`config.mk`:
```
export PLATFORM = sky130hd
export DESIGN_NAME = link_frame_deframer
export DESIGN_NICKNAME = d
export VERILOG_FILES = /design/src/design/lfd_pkg.sv /design/src/design/link_frame_deframer.sv /design/src/design/lfd_step.sv
export SDC_FILE = /design/constraint.sdc
export NUM_CORES = 1
export LEC_CHECK = 0
export BUFFER_PORTS_ARGS = -buffer_cell sky130_fd_sc_hd__clkbuf_2
export CAP_MARGIN = 20
export CELL_PAD_IN_SITES_DETAIL_PLACEMENT = 0
export CELL_PAD_IN_SITES_GLOBAL_PLACEMENT = 1
export CORE_MARGIN = 1.5
export CORE_UTILIZATION = 45
export CTS_BUF_LIST = sky130_fd_sc_hd__clkbuf_4 sky130_fd_sc_hd__clkbuf_8
export DETAILED_ROUTE_END_ITERATION = 12
export GPL_TIMING_DRIVEN = 0
export PLACE_DENSITY = 0.83
export SETUP_SLACK_MARGIN = 0.05
export SYNTH_ARGS = -nofsm -noshare
export SYNTH_HDL_FRONTEND = slang
export SYNTH_SLANG_ARGS = --single-unit
```
`constraint.sdc`:
```
create_clock -name aclk -period 3.98 [get_ports aclk]
set_clock_uncertainty 0.1 [all_clocks]
set_input_delay 1.194 -clock aclk [delete_from_list [all_inputs] [get_ports aclk]]
set_output_delay 1.194 -clock aclk [all_outputs]
set_load 0.005 [all_outputs]
```
`src/design/lfd_pkg.sv`:
```
`default_nettype none
package lfd_pkg;

    localparam int unsigned BYTE_W    = 8;
    localparam int unsigned EVENT_W   = 2;
    localparam int unsigned CFG_IDX_W = 2;
    localparam int unsigned SEQ_SHIFT = 6;
    localparam int unsigned M_DATA_W  = 16;

    typedef enum logic [2:0] {
        PH_HUNT    = 3'd0,
        PH_FLAG    = 3'd1,
        PH_ADDR    = 3'd2,
        PH_CTRL    = 3'd3,
        PH_HDRPEND = 3'd4,
        PH_BODY    = 3'd5
    } phase_t;

    localparam logic [EVENT_W-1:0] EV_PAYLOAD = 2'd0;
    localparam logic [EVENT_W-1:0] EV_COMMAND = 2'd1;
    localparam logic [EVENT_W-1:0] EV_DATA_OK = 2'd2;
    localparam logic [EVENT_W-1:0] EV_REJECT  = 2'd3;

    localparam logic [CFG_IDX_W-1:0] CFG_FLAG    = 2'd0;
    localparam logic [CFG_IDX_W-1:0] CFG_ESCAPE  = 2'd1;
    localparam logic [CFG_IDX_W-1:0] CFG_STUFF   = 2'd2;
    localparam logic [CFG_IDX_W-1:0] CFG_ADDRESS = 2'd3;

    typedef struct packed {
        logic [BYTE_W-1:0] flag_value;
        logic [BYTE_W-1:0] escape_value;
        logic [BYTE_W-1:0] stuff_mask;
        logic [BYTE_W-1:0] address_value;
    } cfg_t;

    typedef struct packed {
        phase_t            phase;
        logic              escape_pending;
        logic [BYTE_W-1:0] addr_seen;
        logic [BYTE_W-1:0] ctrl_seen;
        logic              header_ok;
        logic [BYTE_W-1:0] held_byte;
        logic              held_valid;
        logic [BYTE_W-1:0] running_xor;
    } state_t;

    typedef struct packed {
        logic               reply_seq;
        logic [BYTE_W-1:0]  value;
        logic [EVENT_W-1:0] event_res;
    } result_t;

endpackage
`default_nettype wire

```
`src/design/link_frame_deframer.sv`:
```
`default_nettype none
// Channel   Direction  Fields (low bit first)
// s_axis    in         tdata: line_byte[7:0]
// m_axis    out        tuser: event_res[1:0]; tdata: value[7:0], reply_seq[8], zeros[15:9]
// cfg       in         write enable, register index, 8-bit data
//
// One line byte can be taken every clock cycle unless a result waits on m_tready.
// An accepted byte is stepped once the result slot is free, and its result is offered
// from there (input register, then result register).
// aresetn is synchronous and active low; it restores the register defaults and
// puts the receiver back to hunting for an opening flag.
// While a result waits on m_tready, the byte in the input register is held even
// if it would produce nothing, and a full input register drops s_tready.
module link_frame_deframer (
    input  wire        aclk,
    input  wire        aresetn,
    input  wire        s_tvalid,
    output logic       s_tready,
    input  wire [7:0]  s_tdata,    // line_byte[7:0]
    output logic       m_tvalid,
    input  wire        m_tready,
    output logic [1:0] m_tuser,    // event_res[1:0]
    output logic [15:0] m_tdata,   // value[7:0], reply_seq[8]
    input  wire        cfg_wr_en,
    input  wire [1:0]  cfg_addr,
    input  wire [7:0]  cfg_wr_data
);
    import lfd_pkg::*;

    cfg_t              cfg_reg;
    state_t            state_reg;
    state_t            state_next;
    logic              in_valid_reg;
    logic [BYTE_W-1:0] in_byte_reg;
    logic              out_valid_reg;
    result_t           out_res_reg;
    logic              out_free;
    logic              step_en;
    logic              step_emit;
    result_t           step_res;

    assign out_free = !out_valid_reg || m_tready;
    assign step_en  = in_valid_reg && out_free;
    assign s_tready = !in_valid_reg || out_free;

    lfd_step u_step (
        .cfg       (cfg_reg),
        .cur       (state_reg),
        .line_byte (in_byte_reg),
        .nxt       (state_next),
        .emit      (step_emit),
        .res       (step_res)
    );

    always_ff @(posedge aclk) begin
        if (!aresetn) begin
            cfg_reg.flag_value    <= 8'd126;
            cfg_reg.escape_value  <= 8'd125;
            cfg_reg.stuff_mask    <= 8'd32;
            cfg_reg.address_value <= 8'd3;
        end else if (cfg_wr_en) begin
            unique case (cfg_addr)
                CFG_FLAG:    cfg_reg.flag_value    <= cfg_wr_data;
                CFG_ESCAPE:  cfg_reg.escape_value  <= cfg_wr_data;
                CFG_STUFF:   cfg_reg.stuff_mask    <= cfg_wr_data;
                CFG_ADDRESS: cfg_reg.address_value <= cfg_wr_data;
                default: ;
            endcase
        end
    end

    always_ff @(posedge aclk) begin
        if (!aresetn) begin
            in_valid_reg <= 1'b0;
        end else if (s_tready) begin
            in_valid_reg <= s_tvalid;
        end
        if (s_tready) begin
            in_byte_reg <= s_tdata;
        end
    end

    // All-zero state is hunting with every field cleared.
    always_ff @(posedge aclk) begin
        if (!aresetn) begin
            state_reg <= '0;
        end else if (step_en) begin
            state_reg <= state_next;
        end
    end

    always_ff @(posedge aclk) begin
        if (!aresetn) begin
            out_valid_reg <= 1'b0;
        end else if (step_en) begin
            out_valid_reg <= step_emit;
        end else if (m_tready) begin
            out_valid_reg <= 1'b0;
        end
        if (step_en && step_emit) begin
            out_res_reg <= step_res;
        end
    end

    assign m_tvalid = out_valid_reg;
    assign m_tuser  = out_res_reg.event_res;
    assign m_tdata  = {{(M_DATA_W - BYTE_W - 1){1'b0}}, out_res_reg.reply_seq,
                       out_res_reg.value};

endmodule
`default_nettype wire

```
`src/design/lfd_step.sv`:
```
`default_nettype none
module lfd_step (
    input  wire lfd_pkg::cfg_t    cfg,
    input  wire lfd_pkg::state_t  cur,
    input  wire [7:0]             line_byte,
    output lfd_pkg::state_t       nxt,
    output logic                  emit,
    output lfd_pkg::result_t      res
);
    import lfd_pkg::*;

    logic [BYTE_W-1:0] body_d;
    logic              body_take;

    always_comb begin
        nxt       = cur;
        emit      = 1'b0;
        res       = '0;
        body_d    = line_byte;
        body_take = 1'b0;

        unique case (cur.phase)
            PH_FLAG: begin
                if (line_byte == cfg.address_value) begin
                    nxt.addr_seen      = line_byte;
                    nxt.escape_pending = 1'b0;
                    nxt.header_ok      = 1'b0;
                    nxt.held_valid     = 1'b0;
                    nxt.held_byte      = '0;
                    nxt.running_xor    = '0;
                    nxt.phase          = PH_ADDR;
                end else if (line_byte != cfg.flag_value) begin
                    nxt.phase = PH_HUNT;
                end
            end
            PH_ADDR: begin
                if (line_byte == cfg.flag_value) begin
                    nxt.phase = PH_FLAG;
                end else begin
                    nxt.ctrl_seen = line_byte;
                    nxt.phase     = PH_CTRL;
                end
            end
            PH_CTRL, PH_HDRPEND, PH_BODY: begin
                if (line_byte == cfg.flag_value) begin
                    if (cur.phase == PH_CTRL) begin
                        nxt.phase = PH_FLAG;
                    end else begin
                        // Closing flag: classify the frame from what was gathered.
                        emit          = 1'b1;
                        res.value     = cur.ctrl_seen;
                        res.reply_seq = (cur.ctrl_seen[BYTE_W-1:SEQ_SHIFT] == '0);
                        if (cur.escape_pending || cur.phase != PH_BODY) begin
                            res.event_res = EV_REJECT;
                        end else if (!cur.held_valid) begin
                            res.event_res = cur.header_ok ? EV_COMMAND : EV_REJECT;
                        end else begin
                            res.event_res = (cur.header_ok && cur.running_xor == cur.held_byte)
                                            ? EV_DATA_OK : EV_REJECT;
                        end
                        nxt.escape_pending = 1'b0;
                        nxt.phase          = PH_HUNT;
                    end
                end else if (cur.escape_pending) begin
                    nxt.escape_pending = 1'b0;
                    body_d             = line_byte ^ cfg.stuff_mask;
                    body_take          = 1'b1;
                end else if (line_byte == cfg.escape_value) begin
                    nxt.escape_pending = 1'b1;
                    if (cur.phase == PH_CTRL) begin
                        nxt.phase = PH_HDRPEND;
                    end
                end else begin
                    body_take = 1'b1;
                end

                if (body_take) begin
                    if (cur.phase != PH_BODY) begin
                        // The first body byte is the header check.
                        nxt.header_ok = (body_d == (cur.addr_seen ^ cur.ctrl_seen));
                        nxt.phase     = PH_BODY;
                    end else begin
                        // Payload leaves one byte late, so the last one stays as the check.
                        if (cur.held_valid) begin
                            emit            = 1'b1;
                            res.event_res   = EV_PAYLOAD;
                            res.value       = cur.held_byte;
                            nxt.running_xor = cur.running_xor ^ cur.held_byte;
                        end
                        nxt.held_byte  = body_d;
                        nxt.held_valid = 1'b1;
                    end
                end
            end
            default: begin
                nxt.phase = (line_byte == cfg.flag_value) ? PH_FLAG : PH_HUNT;
            end
        endcase
    end

endmodule
`default_nettype wire

```
==> impl_metrics.tcl <==
set metrics [dict create \
    antenna_found_initial 0 \
    synth_edf_count 19 \
    die_h_um 104 \
    clk_latency_ns 0.36 \
    grt_pass1_wl_mm 16.7 \
    place_hpwl_mm 7.71 \
    cts_hold_buf 0 \
    design.core.area_mm2 0.00977 \
    grt_overflow 0 \
    std_cell_rows 36 \
    grt_pass1_vias 3325 \
    grt_max_degree 17 \
    slew_viol_final 0 \
    pwr_density_cell_mw_per_mm2 340 \
    crit_slowest_cell "nand2_1" \
    port_buffers 34 \
    maxCapViolCount 0 \
    drtIter0Drc 108 \
    vias_per_cell 5.04 \
    start_util_pct 46.5 \
    min_period_ns 3.42 \
    min_from "cfg_reg[12]$_SDFFE_PN0P_" \
    ys_seq_area_share_pct 44.2 \
    syn_area_per_cell_um2 9.11 \
    yosysWarnings 0 \
    r2r_slack_ns 0.76 \
    startpoint "m_tready" \
    run_status "complete, no violations" \
    cts_root_buffer "clkbuf_8" \
    required_ns 2.69 \
    holdCritPathClass "flop to flop" \
    totalWireLength_mm 10.3 \
    path_class "input port to output pin" \
    routed-via-count 3470 \
    layout_common_cells "nand2_1, dfxtp_1, xnor2_1" \
    die_w_um 104 \
    clk_path_buf_depth 2 \
    num-nets-final 573 \
    netlist_instances 499 \
    wire_per_inst_um 15.0 \
    htreeDepth 3 \
    ant_nets 0 \
    layout_commonest_cell "nand2_1" \
    cp_data_arrival_time_ns 2.12 \
    cpMostUsedCell "clkbuf_2" \
    gp_congestion 0.845 \
    cts_tree "built" \
    ys_types 45 \
    cts.sinks 91 \
    track_usage_pct 19.9 \
    max_slew_margin_pct 35.4 \
    synthArstFlopShare_pct 0 \
    cts_buffers 9 \
    cts_resized 0 \
    firstDrtPassIters 4 \
    cp-end-kind "output pin" \
    drive_above_1_share_pct 15.3 \
    drc 0 \
    hold_viol 0 \
    crit_chain "clkbuf_2 > nor2b_1 > nand2_1 > clkbuf_2" \
    max_freq_mhz 293 \
    crit_fanout 9 \
    final-setup-viol-count 0 \
    ys_ff_latch 91 \
    largest_register_ffs 38 \
    diodes 0 \
    netlist_area_mm2 0.00455 \
    synth_flop_cell "dfxtp_1" \
    power_mw 1.74 \
    rsz0062_at_grt "no" \
    path_clk_slew_ns 0.09 \
    tightestPinTransition_ns 0.960 \
    fp.dieArea_mm2 0.0107 \
    r2r-start "in_byte_reg[1]$_DFFE_PP_" \
    slowest_delay_ns 0.35 \
    min_period_over_period_pct 85.8 \
    p_leak_nw 1.91 \
    peakVddDrop_mv 0.273 \
    start_kind "input port" \
    cts_setup_buffers 0 \
    fin_tns_setup_ns 0 \
    num_io_pins 43 \
    syn_to_final_growth_pct 12.4 \
]
[synthesized netlist by cell type, types with 13 or more instances]
cell type  count  area, um^2
nor2b_1       28         175
nand2_1      108         405
xor2_1        15         131
a21oi_1       24         120
clkbuf_1      13        48.8
mux2i_1       23         230
xnor2_1       39         342
edfxtp_1      19         571
dfxtp_1       72        1440
nand3_1       20         100
a21boi_0      17         128
nor2_1        18        67.6
[logic make-up after synthesis]
| kind of cell | share of synthesized area (%) |
|---|---|
| AOI/OAI and AO/OA | 10.2 |
| xor gates and xnor gates | 10.9 |
| adders and majority gates | 0.220 |
| buffers and inverters | 5.53 |
| DFF | 44.2 |
| muxes | 5.06 |
| other | 0.0825 |
| and+or+nand+nor | 23.8 |
[per-layer routing]
| metal | vias up | GRT usage (%) | wire length [um] |
|---|---|---|---|
| li1 | 1761 | - | - |
| met1 | 1633 | 26.5 | 4900 |
| met2 | 60 | 32.7 | 4830 |
| met3 | 16 | 3.02 | 350 |
| met4 | 0 | 7.94 | 211 |
| met5 | - | 0 | 0 |
[power breakdown]
group          internal [mW]  switching, mW  total, mW  leakage, nW
Combinational         0.0611         0.0762      0.137         1.07
Sequential             0.956         0.0103      0.966        0.744
Clock                  0.308          0.328      0.636       0.0970
Total                   1.32          0.415       1.74         1.91
[worst max-delay path, delay by kind of cell]
family                 cells  cell delay, ns
buffers and inverters      2            0.29
AND/OR/NAND/NOR            2            0.63
[per-stage QoR]
| stage | utilization (%) | instances | cell area (um^2) | setup WS, ns | hold slack, ns |
|---|---|---|---|---|---|
| after floorplan | - | 505 | 4570 | 0.968 | 0.341 |
| after global routing | 52.3 | 688 | 5110 | 0.434 | 0.387 |
| after CTS | 52.3 | 688 | 5110 | 0.538 | 0.373 |
| final | 52.3 | 688 | 5110 | 0.564 | 0.371 |
| after global placement | 50.2 | 672 | 4910 | 0.246 | 0.354 |
| after detailed placement | 50.3 | 672 | 4910 | 0.547 | 0.359 |
[final cells by class]
type                       instances  area [um^2]
fill                             935         4660
clock buffer                      11          139
timing repair buffer              34          170
clock inverter                     5         62.6
tap                              133          166
buffer                            36          251
sequential                        91         2010
multi-input combinational        378         2310
[path summary, 6_finish.rpt]
kind | endpoint | cells past startpoint
setup / recovery | s_tready | 4
hold / removal | cfg_reg[12]$_SDFFE_PN0P_ | 2
setup reg to reg | m_tuser[0]$_SDFFCE_PN0P_ | 7
hold reg to reg | cfg_reg[12]$_SDFFE_PN0P_ | 2
(Power assumes the default switching activity.)
